===== config.mk =====
export PLATFORM = sky130hd
export DESIGN_NAME = delimiter_frame_buffer_core
export DESIGN_NICKNAME = d
export VERILOG_FILES = /design/src/design/dfb_pkg.sv /design/src/design/delimiter_frame_buffer_core.sv /design/src/design/dfb_ram.sv /design/src/design/dfb_detect.sv /design/src/design/dfb_table.sv
export VERILOG_INCLUDE_DIRS = /design/src /design/src/design
export SDC_FILE = /design/constraint.sdc
export NUM_CORES = 1
export LEC_CHECK = 0
export BUFFER_PORTS_ARGS = -buffer_cell sky130_fd_sc_hd__buf_2
export CAP_MARGIN = 20
export CORE_MARGIN = 2
export CORE_UTILIZATION = 35
export DETAILED_ROUTE_END_ITERATION = 6
export MAX_ROUTING_LAYER = met4
export PLACE_DENSITY = 0.5
export SYNTH_ARGS = -nofsm -noshare
export SYNTH_HDL_FRONTEND = slang
export SYNTH_SLANG_ARGS = --single-unit

===== constraint.sdc =====
create_clock -name clk_i -period 13.76 [get_ports clk_i]
set_input_delay 0 -clock clk_i [delete_from_list [all_inputs] [get_ports clk_i]]
set_output_delay 0 -clock clk_i [all_outputs]
set_load 0.03 [all_outputs]

===== src/design/delimiter_frame_buffer_core_defines.svh =====
// Assertion macros shared by the delimiter frame buffer modules.
// No dependencies; included by files that carry concurrent assertions.
`ifndef DELIMITER_FRAME_BUFFER_CORE_DEFINES_SVH
`define DELIMITER_FRAME_BUFFER_CORE_DEFINES_SVH

// Concurrent check on the rising edge, gated off while reset is low
`define DFB_ASSERT(label, clk, rst_n, prop, msg) \
  label: assert property (@(posedge clk) disable iff (!rst_n) prop) \
    else $error(msg);

// Same check on the standard clock and reset names of this block
`define DFB_ASSERT_STD(label, prop, msg) \
  `DFB_ASSERT(label, clk_i, rst_ni, prop, msg)

`endif


===== src/design/dfb_pkg.sv =====
// Shared types and constants of the delimiter frame buffer.
// No dependencies; used by the top level, dfb_detect, dfb_table and the bench.
`timescale 1ns / 1ps
`default_nettype none

package dfb_pkg;

  // Fixed field widths
  localparam int FRAME_SIZE_W = 13;
  localparam int SEP_LEN_W    = 4;
  localparam int PATTERN_W    = 64;
  localparam int OFFSET_W     = 15;
  localparam int SKIP_W       = 8;
  localparam int SKIP_MAX     = 255;
  localparam int CONSUME_W    = 9;
  localparam int CFG_IDX_W    = 2;
  localparam int IN_TDATA_W   = 8;
  localparam int OUT_TDATA_W  = 40;
  localparam int OUT_PAD_W    = OUT_TDATA_W - 2 * OFFSET_W - SKIP_W;

  // Register reset values
  localparam logic [FRAME_SIZE_W-1:0] FRAME_SIZE_RST = 13'd1024;
  localparam logic [SEP_LEN_W-1:0]    SEP_LEN_RST    = 4'd1;

  // Configuration register indexes
  typedef enum logic [CFG_IDX_W-1:0] {
    REG_FIXED_MODE  = 2'd0,
    REG_FRAME_SIZE  = 2'd1,
    REG_SEP_LENGTH  = 2'd2,
    REG_SEP_PATTERN = 2'd3
  } cfg_reg_e;

  // Input word kinds
  typedef enum logic {
    FUNC_PUSH  = 1'b0,
    FUNC_FETCH = 1'b1
  } func_e;

  // Control sequencer states
  typedef enum logic [1:0] {
    ST_IDLE,
    ST_RD_FIRST,
    ST_RD_NEXT
  } state_e;

  typedef struct packed {
    logic                    fixed_mode;
    logic [FRAME_SIZE_W-1:0] frame_size;
    logic [SEP_LEN_W-1:0]    sep_length;
    logic [PATTERN_W-1:0]    sep_pattern;
  } cfg_t;

  // Boundary seen on the byte just pushed
  typedef struct packed {
    logic hit;
    logic may_drop;
  } bnd_t;

  // Start table read requests from the sequencer
  typedef struct packed {
    logic start;
    logic second;
  } rd_cmd_t;

  // Fetch status latched when a fetch word is taken
  typedef struct packed {
    logic              found;
    logic [SKIP_W-1:0] skipped;
  } fetch_sts_t;

endpackage

`default_nettype wire


===== src/design/delimiter_frame_buffer_core.sv =====
// Top level of the delimiter frame buffer: config registers, sequencer, output register.
// Depends on dfb_pkg, dfb_detect, dfb_table and the assertion macro header.
//
// Channel  Dir  Handshake              Payload
// s_axis   in   tvalid/tready          tdata: data_byte; tuser: func
// m_axis   out  tvalid/tready          tdata: offset, length, skipped; tuser: found
// cfg      in   cfg_valid_i/ready_o    cfg_index_i, cfg_data_i
//
// Pushes are taken while the sequencer is idle and can follow back to back.
// A fetch word makes two reads of the start table RAM on its single read port, the
// first as it is taken and the second in ST_RD_FIRST; in ST_RD_NEXT the result moves
// into the output register once that is free. Pushes are taken while a result waits
// in the output register; a second fetch stalls in ST_RD_NEXT until that register drains.
// Reset clears the control state; the ring store is not cleared, the nine-entry start
// table reads zero until written via per-entry valid bits.
`timescale 1ns / 1ps
`default_nettype none
`include "delimiter_frame_buffer_core_defines.svh"

module delimiter_frame_buffer_core #(
  parameter int MAX_FRAMES = 8,
  parameter int RING_BYTES = 32768,
  parameter int SEP_MAX    = 8
) (
  input  wire logic                                clk_i,
  input  wire logic                                rst_ni,
  // stream in
  input  wire logic                                s_axis_tvalid,
  output logic                                     s_axis_tready,
  input  wire logic [dfb_pkg::IN_TDATA_W-1:0]      s_axis_tdata,   // [7:0] data_byte
  input  wire logic                                s_axis_tuser,   // [0] func
  // frame descriptors out
  output logic                                     m_axis_tvalid,
  input  wire logic                                m_axis_tready,
  output logic      [dfb_pkg::OUT_TDATA_W-1:0]     m_axis_tdata,   // [14:0] frame_offset,
                                                                   // [29:15] frame_length,
                                                                   // [37:30] skipped_frames,
                                                                   // [39:38] zero
  output logic                                     m_axis_tuser,   // [0] frame_found
  // configuration writes
  input  wire logic                                cfg_valid_i,
  output logic                                     cfg_ready_o,
  input  wire logic [dfb_pkg::CFG_IDX_W-1:0]       cfg_index_i,
  input  wire logic [dfb_pkg::PATTERN_W-1:0]       cfg_data_i
);

  localparam int AW = $clog2(RING_BYTES);
  localparam int OW = dfb_pkg::OFFSET_W;

  dfb_pkg::cfg_t       cfg_q;
  dfb_pkg::state_e     state_q, state_d;
  dfb_pkg::rd_cmd_t    rd_cmd;
  dfb_pkg::bnd_t       bnd;
  dfb_pkg::fetch_sts_t sts;

  logic          in_acc, push, out_free, out_load;
  logic [AW-1:0] pos, last_start;
  logic [OW-1:0] offset, length;
  logic          m_valid_q;
  logic [dfb_pkg::OUT_TDATA_W-1:0] m_data_q;
  logic          m_user_q;

  // Configuration registers
  assign cfg_ready_o = 1'b1;

  always_ff @(posedge clk_i or negedge rst_ni) begin
    if (!rst_ni) begin
      cfg_q.fixed_mode  <= 1'b1;
      cfg_q.frame_size  <= dfb_pkg::FRAME_SIZE_RST;
      cfg_q.sep_length  <= dfb_pkg::SEP_LEN_RST;
      cfg_q.sep_pattern <= '0;
    end else if (cfg_valid_i && cfg_ready_o) begin
      case (dfb_pkg::cfg_reg_e'(cfg_index_i))
        dfb_pkg::REG_FIXED_MODE:  cfg_q.fixed_mode  <= cfg_data_i[0];
        dfb_pkg::REG_FRAME_SIZE:  cfg_q.frame_size  <= cfg_data_i[dfb_pkg::FRAME_SIZE_W-1:0];
        dfb_pkg::REG_SEP_LENGTH:  cfg_q.sep_length  <= cfg_data_i[dfb_pkg::SEP_LEN_W-1:0];
        dfb_pkg::REG_SEP_PATTERN: cfg_q.sep_pattern <= cfg_data_i;
        default: ;
      endcase
    end
  end

  // Sequencer next state
  always_comb begin
    state_d = state_q;
    case (state_q)
      dfb_pkg::ST_IDLE: begin
        if (rd_cmd.start) state_d = dfb_pkg::ST_RD_FIRST;
      end
      dfb_pkg::ST_RD_FIRST: begin
        state_d = dfb_pkg::ST_RD_NEXT;
      end
      dfb_pkg::ST_RD_NEXT: begin
        if (out_free) state_d = dfb_pkg::ST_IDLE;
      end
      default: state_d = dfb_pkg::ST_IDLE;
    endcase
  end

  // Sequencer outputs
  always_comb begin
    s_axis_tready = (state_q == dfb_pkg::ST_IDLE);
    in_acc        = s_axis_tvalid && s_axis_tready;
    push          = in_acc && (s_axis_tuser == dfb_pkg::FUNC_PUSH);
    rd_cmd.start  = in_acc && (s_axis_tuser == dfb_pkg::FUNC_FETCH);
    rd_cmd.second = (state_q == dfb_pkg::ST_RD_FIRST);
    out_free      = !m_valid_q || m_axis_tready;
    out_load      = (state_q == dfb_pkg::ST_RD_NEXT) && out_free;
  end

  always_ff @(posedge clk_i or negedge rst_ni) begin
    if (!rst_ni) begin
      state_q <= dfb_pkg::ST_IDLE;
    end else begin
      state_q <= state_d;
    end
  end

  // Output register
  always_ff @(posedge clk_i or negedge rst_ni) begin
    if (!rst_ni) begin
      m_valid_q <= 1'b0;
    end else if (out_load) begin
      m_valid_q <= 1'b1;
    end else if (m_axis_tready) begin
      m_valid_q <= 1'b0;
    end
  end

  always_ff @(posedge clk_i) begin
    if (out_load) begin
      m_data_q <= {{dfb_pkg::OUT_PAD_W{1'b0}}, sts.skipped, length, offset};
      m_user_q <= sts.found;
    end
  end

  assign m_axis_tvalid = m_valid_q;
  assign m_axis_tdata  = m_data_q;
  assign m_axis_tuser  = m_user_q;

  dfb_detect #(
    .RING_BYTES(RING_BYTES),
    .SEP_MAX   (SEP_MAX)
  ) u_detect (
    .clk_i       (clk_i),
    .rst_ni      (rst_ni),
    .push_i      (push),
    .byte_i      (s_axis_tdata),
    .cfg_i       (cfg_q),
    .last_start_i(last_start),
    .bnd_o       (bnd),
    .pos_o       (pos)
  );

  dfb_table #(
    .MAX_FRAMES(MAX_FRAMES),
    .RING_BYTES(RING_BYTES)
  ) u_table (
    .clk_i       (clk_i),
    .rst_ni      (rst_ni),
    .push_i      (push),
    .bnd_i       (bnd),
    .pos_i       (pos),
    .last_start_o(last_start),
    .rd_cmd_i    (rd_cmd),
    .sts_o       (sts),
    .offset_o    (offset),
    .length_o    (length)
  );

  // A fetch walks both table reads in order
  `DFB_ASSERT_STD(a_fetch_seq,
    rd_cmd.start |=> (state_q == dfb_pkg::ST_RD_FIRST) ##1 (state_q == dfb_pkg::ST_RD_NEXT),
    "fetch did not step through both table reads")
  // A push never holds the input side
  `DFB_ASSERT_STD(a_push_single, push |=> s_axis_tready, "push held the input side")
  // A result only loads from the last fetch state
  `DFB_ASSERT_STD(a_load_state, $rose(m_valid_q) |-> $past(state_q == dfb_pkg::ST_RD_NEXT),
    "result loaded outside the fetch sequence")

endmodule

`default_nettype wire


===== src/design/dfb_ram.sv =====
// Generic single-port-write, single-port-read RAM with registered read.
// No dependencies.
`timescale 1ns / 1ps
`default_nettype none

module dfb_ram #(
  parameter int WIDTH = 8,
  parameter int DEPTH = 256
) (
  input  wire logic                     clk_i,
  input  wire logic                     we_i,
  input  wire logic [$clog2(DEPTH)-1:0] waddr_i,
  input  wire logic [WIDTH-1:0]         wdata_i,
  input  wire logic                     re_i,
  input  wire logic [$clog2(DEPTH)-1:0] raddr_i,
  output logic      [WIDTH-1:0]         rdata_o
);

  logic [WIDTH-1:0] mem [DEPTH];

  // Write port
  always_ff @(posedge clk_i) begin
    if (we_i) begin
      mem[waddr_i] <= wdata_i;
    end
  end

  // Read port, registered: data follows in the cycle after the address; holds while idle
  always_ff @(posedge clk_i) begin
    if (re_i) begin
      rdata_o <= mem[raddr_i];
    end
  end

endmodule

`default_nettype wire


===== src/design/dfb_detect.sv =====
// Byte side: ring store writes, recent-byte window and boundary detection.
// Depends on dfb_pkg and dfb_ram.
`timescale 1ns / 1ps
`default_nettype none

module dfb_detect #(
  parameter int RING_BYTES = 32768,
  parameter int SEP_MAX    = 8
) (
  input  wire logic                          clk_i,
  input  wire logic                          rst_ni,
  input  wire logic                          push_i,
  input  wire logic [7:0]                    byte_i,
  input  wire dfb_pkg::cfg_t                 cfg_i,
  input  wire logic [$clog2(RING_BYTES)-1:0] last_start_i,
  output dfb_pkg::bnd_t                      bnd_o,
  output logic      [$clog2(RING_BYTES)-1:0] pos_o
);

  localparam int AW   = $clog2(RING_BYTES);
  localparam int AW1  = AW + 1;
  localparam int WW   = $clog2(SEP_MAX + 1);
  localparam int RW   = 8 * SEP_MAX;
  localparam int LW   = dfb_pkg::SEP_LEN_W;
  localparam int FW   = dfb_pkg::FRAME_SIZE_W;
  localparam int CMPW = ((AW > FW) ? AW : FW) + 1;

  logic [RW-1:0]   recent_q, recent_d;
  logic [RW+7:0]   shift_cat;
  logic [WW-1:0]   warm_q, warm_d;
  logic [AW-1:0]   wp_q, wp_d;
  logic [LW-1:0]   len_eff;
  logic [AW-1:0]   lm1;
  logic [AW-1:0]   pos_sep;
  logic [AW:0]     diff_w;
  logic [CMPW-1:0] fs_ext;
  logic            sep_match;
  logic            sep_hit;
  logic            fix_hit;

  // Next window, warmup and write position for the byte being pushed
  always_comb begin
    shift_cat = {byte_i, recent_q};
    recent_d  = shift_cat[RW+7:8];
    warm_d    = (warm_q < WW'(SEP_MAX)) ? warm_q + 1'b1 : warm_q;
    wp_d      = (wp_q == AW'(RING_BYTES - 1)) ? '0 : wp_q + 1'b1;
  end

  // Separator compare: one parallel match per possible length
  always_comb begin
    logic hit_l;
    len_eff   = (cfg_i.sep_length > LW'(SEP_MAX)) ? LW'(SEP_MAX) : cfg_i.sep_length;
    sep_match = 1'b0;
    for (int l = 1; l <= SEP_MAX; l++) begin
      hit_l = 1'b1;
      for (int k = 0; k < l; k++) begin
        if (recent_d[(SEP_MAX - l + k) * 8 +: 8] != cfg_i.sep_pattern[k * 8 +: 8]) begin
          hit_l = 1'b0;
        end
      end
      if (len_eff == LW'(l)) begin
        sep_match = hit_l;
      end
    end
    sep_hit = !cfg_i.fixed_mode && (len_eff != '0) && (LW'(warm_d) >= len_eff) && sep_match;
  end

  // Separator boundary sits on the separator's first byte, wrapped
  always_comb begin
    lm1 = AW'(len_eff - 1'b1);
    if (wp_q >= lm1) begin
      pos_sep = wp_q - lm1;
    end else begin
      pos_sep = AW'({1'b0, wp_q} + AW1'(RING_BYTES) - {1'b0, lm1});
    end
  end

  // Fixed mode: distance from the newest boundary to the new write position
  always_comb begin
    if (wp_d >= last_start_i) begin
      diff_w = {1'b0, wp_d} - {1'b0, last_start_i};
    end else begin
      diff_w = {1'b0, wp_d} + AW1'(RING_BYTES) - {1'b0, last_start_i};
    end
    fs_ext  = CMPW'(cfg_i.frame_size);
    fix_hit = cfg_i.fixed_mode && (fs_ext != '0) && (fs_ext < CMPW'(RING_BYTES)) &&
              (CMPW'(diff_w) == fs_ext);
  end

  assign bnd_o.hit      = push_i && (fix_hit || sep_hit);
  assign bnd_o.may_drop = !cfg_i.fixed_mode;
  assign pos_o          = cfg_i.fixed_mode ? wp_d : pos_sep;

  // Byte side state
  always_ff @(posedge clk_i or negedge rst_ni) begin
    if (!rst_ni) begin
      recent_q <= '0;
      warm_q   <= '0;
      wp_q     <= '0;
    end else if (push_i) begin
      recent_q <= recent_d;
      warm_q   <= warm_d;
      wp_q     <= wp_d;
    end
  end

  // Ring store; written on every push, its read port is tied off in this block
  dfb_ram #(
    .WIDTH(8),
    .DEPTH(RING_BYTES)
  ) u_ring (
    .clk_i  (clk_i),
    .we_i   (push_i),
    .waddr_i(wp_q),
    .wdata_i(byte_i),
    .re_i   (1'b0),
    .raddr_i(wp_q),
    .rdata_o()
  );

endmodule

`default_nettype wire


===== src/design/dfb_table.sv =====
// Frame start table: RAM of boundaries, head/count/consume bookkeeping, fetch reads.
// Depends on dfb_pkg, dfb_ram and the assertion macro header.
`timescale 1ns / 1ps
`default_nettype none
`include "delimiter_frame_buffer_core_defines.svh"

module dfb_table #(
  parameter int MAX_FRAMES = 8,
  parameter int RING_BYTES = 32768
) (
  input  wire logic                             clk_i,
  input  wire logic                             rst_ni,
  input  wire logic                             push_i,
  input  wire dfb_pkg::bnd_t                    bnd_i,
  input  wire logic [$clog2(RING_BYTES)-1:0]    pos_i,
  output logic      [$clog2(RING_BYTES)-1:0]    last_start_o,
  input  wire dfb_pkg::rd_cmd_t                 rd_cmd_i,
  output dfb_pkg::fetch_sts_t                   sts_o,
  output logic      [dfb_pkg::OFFSET_W-1:0]     offset_o,
  output logic      [dfb_pkg::OFFSET_W-1:0]     length_o
);

  localparam int SLOTS = MAX_FRAMES + 1;
  localparam int SW    = $clog2(SLOTS);
  localparam int SW1   = SW + 1;
  localparam int AW    = $clog2(RING_BYTES);
  localparam int AW1   = AW + 1;
  localparam int CW    = dfb_pkg::CONSUME_W;
  localparam int CW1   = CW + 1;
  localparam int OW    = dfb_pkg::OFFSET_W;
  localparam int KW    = dfb_pkg::SKIP_W;
  localparam logic [CW:0] FloorWide = -(CW1'(dfb_pkg::SKIP_MAX));

  // (a + b) modulo the slot count, a below SLOTS, b at most SLOTS
  function automatic logic [SW-1:0] slot_add(input logic [SW-1:0] a, input logic [SW:0] b);
    logic [SW:0] s;
    s = {1'b0, a} + b;
    if (s >= SW1'(SLOTS)) begin
      s = s - SW1'(SLOTS);
    end
    return s[SW-1:0];
  endfunction

  logic [SW-1:0]    head_q, fc_q;
  logic [CW-1:0]    consume_q;
  logic [SLOTS-1:0] vld_q;
  logic [AW-1:0]    last_start_q;
  logic             found_q;
  logic [KW-1:0]    skip_q;
  logic [SW-1:0]    second_q;
  logic             vld_rd_q;
  logic [AW-1:0]    first_q;

  // push path
  logic          full, add, drop, flush;
  logic [SW-1:0] head1, head2, fc1, fc2, fc3, delta, waddr;
  logic [SW:0]   lower;
  logic [CW:0]   cons_wide;
  logic [CW-1:0] cons_push;

  // fetch path
  logic          neg, found;
  logic [CW-1:0] cons_neg, cons_fetch;
  logic [SW-1:0] c;
  logic [SW:0]   c_next;
  logic [SW-1:0] raddr;
  logic          re;
  logic [AW-1:0] rdata, rd_word;
  logic [AW:0]   dsum;

  // Boundary insert, oldest-drop and flush for one pushed byte
  always_comb begin
    full      = fc_q >= SW'(MAX_FRAMES);
    add       = bnd_i.hit && !(full && !bnd_i.may_drop);
    drop      = add && full;
    head1     = drop ? slot_add(head_q, SW1'(1)) : head_q;
    fc1       = drop ? fc_q - 1'b1 : fc_q;
    fc2       = add ? fc1 + 1'b1 : fc1;
    waddr     = slot_add(head1, {1'b0, fc2});
    flush     = (fc2 >= SW'(MAX_FRAMES - 1)) && (fc2 != '0);
    delta     = fc2 - 1'b1;
    head2     = flush ? slot_add(head1, {1'b0, delta}) : head1;
    fc3       = flush ? SW'(1) : fc2;
    lower     = SW1'(drop) + (flush ? {1'b0, delta} : '0);
    cons_wide = {consume_q[CW-1], consume_q} - CW1'(lower);
    cons_push = ($signed(cons_wide) < $signed(FloorWide)) ? FloorWide[CW-1:0]
                                                          : cons_wide[CW-1:0];
  end

  // Fetch decision: clear the drop count, pick the next unsent frame
  always_comb begin
    neg        = consume_q[CW-1];
    cons_neg   = '0 - consume_q;
    c          = neg ? '0 : consume_q[SW-1:0];
    found      = fc_q > c;
    c_next     = {1'b0, c} + 1'b1;
    cons_fetch = found ? CW'(c_next) : CW'(c);
    raddr      = rd_cmd_i.start ? slot_add(head_q, {1'b0, c}) : second_q;
    re         = rd_cmd_i.start || rd_cmd_i.second;
  end

  // Bookkeeping registers
  always_ff @(posedge clk_i or negedge rst_ni) begin
    if (!rst_ni) begin
      head_q       <= '0;
      fc_q         <= '0;
      consume_q    <= '0;
      vld_q        <= '0;
      last_start_q <= '0;
      found_q      <= 1'b0;
      skip_q       <= '0;
      second_q     <= '0;
      vld_rd_q     <= 1'b0;
    end else begin
      if (push_i) begin
        head_q    <= head2;
        fc_q      <= fc3;
        consume_q <= cons_push;
        if (add) begin
          vld_q[waddr] <= 1'b1;
          last_start_q <= pos_i;
        end
      end
      if (rd_cmd_i.start) begin
        consume_q <= cons_fetch;
        found_q   <= found;
        skip_q    <= neg ? cons_neg[KW-1:0] : '0;
        second_q  <= slot_add(head_q, c_next);
      end
      if (re) begin
        vld_rd_q <= vld_q[raddr];
      end
    end
  end

  // Entry never written reads as zero
  assign rd_word = vld_rd_q ? rdata : '0;

  always_ff @(posedge clk_i) begin
    if (rd_cmd_i.second) begin
      first_q <= rd_word;
    end
  end

  // Frame length is the ring distance to the following start
  always_comb begin
    if (rd_word >= first_q) begin
      dsum = {1'b0, rd_word} - {1'b0, first_q};
    end else begin
      dsum = {1'b0, rd_word} + AW1'(RING_BYTES) - {1'b0, first_q};
    end
  end

  assign offset_o      = found_q ? OW'(first_q) : '0;
  assign length_o      = found_q ? OW'(dsum[AW-1:0]) : '0;
  assign sts_o.found   = found_q;
  assign sts_o.skipped = skip_q;
  assign last_start_o  = last_start_q;

  dfb_ram #(
    .WIDTH(AW),
    .DEPTH(SLOTS)
  ) u_starts (
    .clk_i  (clk_i),
    .we_i   (push_i && add),
    .waddr_i(waddr),
    .wdata_i(pos_i),
    .re_i   (re),
    .raddr_i(raddr),
    .rdata_o(rdata)
  );

  // Table never holds more frames than it has room for
  `DFB_ASSERT_STD(a_fc_bound, fc_q <= SW'(MAX_FRAMES), "frame count above table size")
  // Next frame to send never lies beyond the complete frames
  `DFB_ASSERT_STD(a_consume_le_fc,
    $signed(consume_q) <= $signed({{(CW - SW){1'b0}}, fc_q}), "consume index past frame count")
  // Drop count saturates before the signed range runs out
  `DFB_ASSERT_STD(a_consume_floor, consume_q != {1'b1, {(CW - 1){1'b0}}},
    "consume index below saturation floor")

endmodule

`default_nettype wire


Word level (Yosys, flattened, before mapping)
Memory sizes are Yosys's and may differ from the RTL's. A register that Yosys moved wholly into a read port is not among the register bits. Cells that the tools add are included.

Register bits: 277. Bits in writable memories: 135. Bits of input ports: 80. Word-level logic and storage cells: 241. Memories: 1.

Memory list: u_table.u_starts.mem (words 9, width 15, read ports 1, clocked after memory_dff 1, write ports 1, RTL line dfb_ram.sv:19) `logic [WIDTH-1:0] mem [DEPTH];`.

Add/subtract/negate cells: 29. $lt $le $gt $ge: 18. Equal/unequal tests: 53. Mux-type cells: 81. Bitwise logic cells: 2. Reductions and logical operators: 35.

Operators with widths (number): inequality test 8 bit (36); two-way mux 15 bit (5); two-way mux 4 bit (15); subtractor 15 bit (4); two-way mux 1 bit (50); adder 15 x 1 -> 15 bit, second input constant (3); >= comparator 15 bit (3); two-way mux 9 bit (3); >= comparator 5 x 4 -> 1 bit, second input constant (5); subtractor 4 bit, second input constant (5); adder 15 x 16 -> 16 bit, second input constant (1); == test 16 x 13 -> 1 bit (1); == test 4 x 3 -> 1 bit, second input constant (4); logical AND 1 bit (16); two-way mux 16 bit (1); subtractor 15 x 15 -> 16 bit (1); subtractor 16 x 15 -> 16 bit (1); adder 4 x 4 -> 5 bit (3); == test 15 bit, second input constant (1); nonzero test 13 bit (1); AND reduction 2 bit (6); adder 4 x 1 -> 5 bit, second input constant (2); less-than comparator 10 x 9 -> 1 bit, second input constant (1); less-than comparator 4 x 5 -> 1 bit, second input constant (2); other kinds (34) (48).

Logic depth before layout (Yosys ltp)
Depth in word-level cells: 28. Mapped depth: 46.

Hierarchy
Synthesis repeated with hierarchy kept, for this count alone.

Cells, all modules: 2206. Area, all modules: 24771.3 um2.

Modules (own cells, without submodules): dfb_detect (times used 1, cells an instance 976, area each 8584.5 um2, seq. area each 1876.8 um2); dfb_table (times used 1, cells an instance 695, area each 5920.7 um2, seq. area each 1826.8 um2); dfb_ram (times used 1, cells an instance 303, area each 5834.3 um2, seq. area each 4504.3 um2); delimiter_frame_buffer_core (times used 1, cells an instance 232, area each 4431.8 um2, seq. area each 3301.9 um2).

Least setup slack after synthesis
OpenSTA, ideal clock, no wires.

Path type: register -> register. Start: register u_detect.wp_q[1]. End: memory u_table.u_starts.mem[8][0] in the netlist's numbering, enable pin. Arrival time: 7.975 ns. Data required time: 13.349 ns. Slack: 5.374 ns. Cell stages (with the launch flop): 37. Path buffers: 1. Cell sequence: dfrtp_1 ha_1 nand3_1 nor2_1 and3_1 and3_1 and3_1 and3_1 and2_1 buf_2 nor2_1 inv_1 ha_1 fa_1 xor2_1 nand3_1 nor4b_1 o2111ai_1 nor4b_1 nand3_1 o32ai_1 nand2_1 xnor2_1 ha_1 xor2_1 nor2_1 a21oi_1 nor2_1 inv_1 ha_1 xnor2_1 nand3_1 o21ai_0 nand2_1 nand2_1 xnor2_1 nor3b_1.

Cells in the longest elaborated chain, start to end: 17. Elaborated cells between the ends (all ways): 25. Classes of those cells: 7 x add/sub; 2 x order compare; 2 x eq/ne; 8 x mux; 6 x reduce/logical.

Ends and longest elaborated chain: start, declared (RTL line dfb_detect.sv:31) `logic [AW-1:0] wp_q, wp_d;`; start signal, assigned (RTL line dfb_detect.sv:103) `wp_q <= wp_d;`; adder 15 x 1 -> 15 bit or == test 15 bit (tied branches) (RTL line dfb_detect.sv:46) `wp_d = (wp_q == AW'(RING_BYTES - 1)) ? '0 : wp_q + 1'b1;`; two-way mux 15 bit (*) (RTL line dfb_detect.sv:46); adder 15 x 16 -> 16 bit (RTL line dfb_detect.sv:83) `diff_w = {1'b0, wp_d} + AW1'(RING_BYTES) - {1'b0, last_start_i};`; subtractor 16 x 15 -> 16 bit (RTL line dfb_detect.sv:83); two-way mux 16 bit (*) (RTL line dfb_detect.sv:80) `if (wp_d >= last_start_i) begin`; == test 16 x 13 -> 1 bit (*) (RTL line dfb_detect.sv:87) `(CMPW'(diff_w) == fs_ext);`; logical AND 1 bit (*) (RTL line dfb_detect.sv:86) `fix_hit = cfg_i.fixed_mode && (fs_ext != '0) && (fs_ext < CMPW'(RING_BYTES)) &&`; logical OR 1 bit (*) (RTL line dfb_detect.sv:90) `assign bnd_o.hit = push_i && (fix_hit || sep_hit);`; logical AND 1 bit (*) (RTL line dfb_detect.sv:90); logical AND 1 bit (*) (RTL line dfb_table.sv:74) `add = bnd_i.hit && !(full && !bnd_i.may_drop);`; logical AND 1 bit (RTL line dfb_table.sv:75) `drop = add && full;`; two-way mux 4 bit (RTL line dfb_table.sv:77) `fc1 = drop ? fc_q - 1'b1 : fc_q;`; adder 4 x 1 -> 4 bit (RTL line dfb_table.sv:78) `fc2 = add ? fc1 + 1'b1 : fc1;`; two-way mux 4 bit (RTL line dfb_table.sv:78); adder 4 x 4 -> 5 bit (RTL line dfb_table.sv:37) `s = {1'b0, a} + b;`; subtractor 4 bit or >= comparator 5 x 4 -> 1 bit (tied branches) (RTL line dfb_table.sv:39, dfb_table.sv:38); two-way mux 4 bit (RTL line dfb_table.sv:38) `if (s >= SW1'(SLOTS)) begin`; end, declared (RTL line dfb_ram.sv:19).

Every way passes the cells marked *; elsewhere a longest branch is shown, timed or not.

Worst setup path in the final report
Start: register u_detect.wp_q[1]. End: register u_table.consume_q[7].

Cells in the longest elaborated chain, start to end: 23. Elaborated cells between the ends (all ways): 28. Classes of those cells: 8 x add/sub; 3 x order compare; 2 x eq/ne; 8 x mux; 7 x reduce/logical.

Ends and longest elaborated chain: adder 15 x 1 -> 15 bit or == test 15 bit (tied branches) (RTL line dfb_detect.sv:46); two-way mux 15 bit (*) (RTL line dfb_detect.sv:46); adder 15 x 16 -> 16 bit (RTL line dfb_detect.sv:83); subtractor 16 x 15 -> 16 bit (RTL line dfb_detect.sv:83); two-way mux 16 bit (*) (RTL line dfb_detect.sv:80); == test 16 x 13 -> 1 bit (*) (RTL line dfb_detect.sv:87); logical AND 1 bit (*) (RTL line dfb_detect.sv:86); logical OR 1 bit (*) (RTL line dfb_detect.sv:90); (+7 left out); logical AND 1 bit (RTL line dfb_table.sv:80) `flush = (fc2 >= SW'(MAX_FRAMES - 1)) && (fc2 != '0);`; two-way mux 4 bit (RTL line dfb_table.sv:84) `lower = SW1'(drop) + (flush ? {1'b0, delta} : '0);`; adder 1 x 5 -> 5 bit (*) (RTL line dfb_table.sv:84); subtractor 9 x 6 -> 10 bit (*) (RTL line dfb_table.sv:85) `cons_wide = {consume_q[CW-1], consume_q} - CW1'(lower);`; less-than comparator 10 x 9 -> 1 bit (RTL line dfb_table.sv:86) `cons_push = ($signed(cons_wide) < $signed(FloorWide)) ? FloorWide[CW-1:0]`; two-way mux 9 bit (*) (RTL line dfb_table.sv:86); two-way mux 9 bit (*) (RTL line dfb_table.sv:115) `if (push_i) begin`; two-way mux 9 bit (*) (RTL line dfb_table.sv:124) `if (rd_cmd_i.start) begin`; end signal, assigned (RTL line dfb_table.sv:118) `consume_q <= cons_push;`; end signal, assigned (RTL line dfb_table.sv:125) `consume_q <= cons_fetch;`; end, declared (RTL line dfb_table.sv:45) `logic [CW-1:0] consume_q;`.

Every way passes the cells marked *; elsewhere a longest branch is shown, timed or not. The select of a mux whose other input is x is not followed. A chain may end at the register's enable or synchronous reset.

==> impl_metrics.py <==
metrics = {
    "min_path": {
        "hold_path.class": "input pin to flop",
    },
    "power": {
        "internal_power_mw": 3.33,
        "power_frac_seq": 0.363,
        "p_leak_nw": 11.7,
        "comb_power_share": 0.407,
        "pwr-share-clk": 0.230,
        "powerDensity_nw_per_um2": 195,
        "peakVddDrop_mv": 0.0930,
        "p_sw_mw": 2.15,
        "p_sw_frac": 0.393,
    },
    "timing": {
        "period_minus_slack_ns": 10.14,
        "timing.slew.headroom": 0.288,
        "tightest_slew_ns": 1.07,
        "totalNegativeSetupSlack_ns": 0,
        "worst_slack_ns": 3.62,
        "hold_viol": 0,
        "fin_skew_ns": 0.0170,
        "post-route-period-util": 0.737,
        "drv_slew": 0,
        "setup_viol": 0,
        "grt_setup_unrepaired": "no",
        "fmax_mhz": 98.6,
    },
    "setup_path": {
        "critical-path-max-stage-delay_ns": 0.52,
        "arrival_ns": 10.61,
        "cp_common_cell": "ha_1",
        "end_kind": "flop",
        "worst-path-max-fanout": 10,
        "path_class": "flop to flop",
        "cp-start-kind": "flop",
        "slowest_stage": "nor4b_1",
        "crit_required_ns": 14.23,
    },
    "finish": {
        "fillerInstances": 6575,
        "drive_gt1_frac": 0.160,
        "finalInstanceArea_um2": 28100,
        "area_growth_pct": 15.3,
        "diodes": 0,
        "final_cell_mix": "nand2_1, dfrtp_1, xor2_1, edfxtp_1, xnor2_1",
        "final_common_cell": "nand2_1",
        "nets": 2570,
    },
    "synth": {
        "synth_area_leader_cell": "edfxtp_1",
        "ys.flop_type": "dfrtp_1",
        "yosysWarnings": 0,
        "synth_async_sr_flop_share": 0.513,
        "synth_area_leaders": "edfxtp_1, dfrtp_1, xor2_1, xnor2_1, ha_1",
        "synth_edf_count": 204,
        "synth-seq-cells": 419,
        "synth_seq_area_share": 0.473,
        "ys_types": 85,
        "synth_top_area_frac": 0.251,
        "synth_cells": 2252,
        "syn_area_per_cell_um2": 10.8,
        "syn_area_um2": 24400,
    },
    "status": {
        "status": "finished clean",
    },
    "place": {
        "pre_cts_ws_ns": 3.78,
        "dpl-instance-area_um2": 25700,
        "place_congestion": 0.994,
        "port_buffers": 120,
        "hpwl_mm": 47.9,
    },
    "grt": {
        "grt_pass1_wl_mm": 104,
        "overflow": 0,
        "grt_use_total": 0.197,
        "grt_start_max_net_pins": 105,
        "grt_pass1_vias": 17400,
        "antenna_found_initial": 0,
    },
    "clock_network": {
        "cts_inserted_buffers": 47,
        "cts-root-buf": "clkbuf_16",
        "cts_tree": "done",
        "cts_setup_buffers": 0,
        "clk_latency_ns": 0.60,
        "clock-sinks": 419,
        "hold_buffers": 80,
        "clk_pin_slew_ns": 0.07,
        "htree_levels": 2,
        "cts_buffer_depth": 3,
        "ctsResizeCount": 0,
    },
    "floorplanning": {
        "io_pins": 124,
        "core_um2": 68700,
        "die_h_um": 268,
        "dieArea_um2": 71700,
        "fp.dieW_um": 268,
        "std_cell_rows": 96,
        "initial_utilization": 0.355,
    },
    "drt": {
        "drt_iter0_drc": 1093,
        "wl_mm": 67.4,
        "dr.pass1.iters": 5,
        "ant_nets": 0,
        "vias": 16900,
        "drc_errors": 0,
        "viasPerCell": 5.04,
        "wl_per_cell_um": 20.1,
    },
    "job": {
        "maxCapViolCount": 0,
    },
}
layer usage:
| layer | share of wire | vias to the layer above | track usage |
|---|---|---|---|
| met5 | 0 | - | - |
| met4 | 0.034 | 0 | 0.0692 |
| met3 | 0.043 | 137 | 0.0249 |
| met2 | 0.48 | 415 | 0.324 |
| met1 | 0.44 | 8263 | 0.251 |
| li1 | - | 8084 | - |
critical path, delay by kind of cell, from the launching register on:
kind            cells  cell delay [ns]
compound gates     12             3.05
simple gates       20             4.19
flops               1             0.44
buf+inv             2             0.17
xor+xnor            2             0.38
fa+ha+maj           7             1.77
Yosys cell counts, drive strengths merged (10+ instances only):
cell type and count:
a21oi 66, a21o 16, mux2i 23, nor2b 17
nor3 38, nand4 44, ha 98, or3 10
nand2b 26, buf 75, and3 17, xnor2 178
dfrtp 212, clkbuf 72, inv 103, nor4 54
edfxtp 204, o21ai 64, mux2 99, or2 14
mux4 32, nor2 116, nand3 35, xor2 204
nand2 274, o31ai 12, and2 18
per-stage QoR:
step	std cells	utilization	power [mW]	hold slack (ns)
after floorplan	2253	-	3.57	-0.296
after global placement	3182	0.374	4.20	0.114
after detailed placement	3184	0.374	4.22	0.126
after CTS	3350	0.409	5.53	0.00172
after global routing	3352	0.409	5.87	0.0511
final	3352	0.409	5.48	0.0326
flip-flops by register name, summed over array words and instances, names as in the netlist:
register	flops
u_table.skip_q	8
u_detect.wp_q	15
m_axis_tdata	38
u_table.consume_q	9
m_axis_tvalid	1
u_detect.recent_q	56
u_table.first_q	15
u_table.u_starts.mem	135
m_axis_tuser	1
state_q	2
u_table.found_q	1
u_table.vld_rd_q	1
u_table.last_start_o	15
u_table.vld_q	9
cfg_q	82
u_table.head_q	4
u_table.fc_q	4
u_table.u_starts.rdata_o	15
u_table.second_q	4
u_detect.warm_q	4
logic make-up after synthesis:
logic type                 count (synthesis)  share of synthesized area
and+or+nand+nor                          690                      0.137
DFF                                      419                      0.473
xor gates and xnor gates                 382                      0.137
buffers and inverters                    250                     0.0440
AOI/OAI and AO/OA                        249                     0.0672
muxes                                    154                     0.0848
adders and majority gates                106                     0.0569
other                                      2                   0.000308
power groups by stage:
stage,clock network (mW),registers (mW),logic [mW]
2_1_floorplan,0,1.75,1.82
3_3_place_gp,0,2.00,2.20
3_5_place_dp,0,2.01,2.22
4_1_cts,1.30,1.98,2.25
5_1_grt,1.35,2.01,2.51
6_report,1.26,1.99,2.23
area by class of cell:
cell class | count | area (um2) | share of cell area
clock buffers | 66 | 1300 | 0.0462
flip-flops and latches | 419 | 11500 | 0.410
multi-input cells | 1584 | 11800 | 0.422
inverters | 103 | 389 | 0.0139
repair buffers | 229 | 1620 | 0.0578
clock inverters | 20 | 260 | 0.00926
well taps | 931 | 1160 | 0.0415
worst paths after layout:
kind                              startpoint                    to  slack, ns  cells past startpoint
max                         u_detect.wp_q[1]  u_table.consume_q[7]       3.62                     43
min                              cfg_valid_i             cfg_q[64]       0.03                      3
max reg2reg                 u_detect.wp_q[1]  u_table.consume_q[7]       3.62                     43
min reg2reg                u_table.skip_q[1]      m_axis_tdata[31]       0.45                      0
max in group asynchronous             rst_ni      u_detect.wp_q[9]      12.23                      3
min in group asynchronous             rst_ni             cfg_q[30]       0.04                      2
Power figures use the tool's default switching activity.
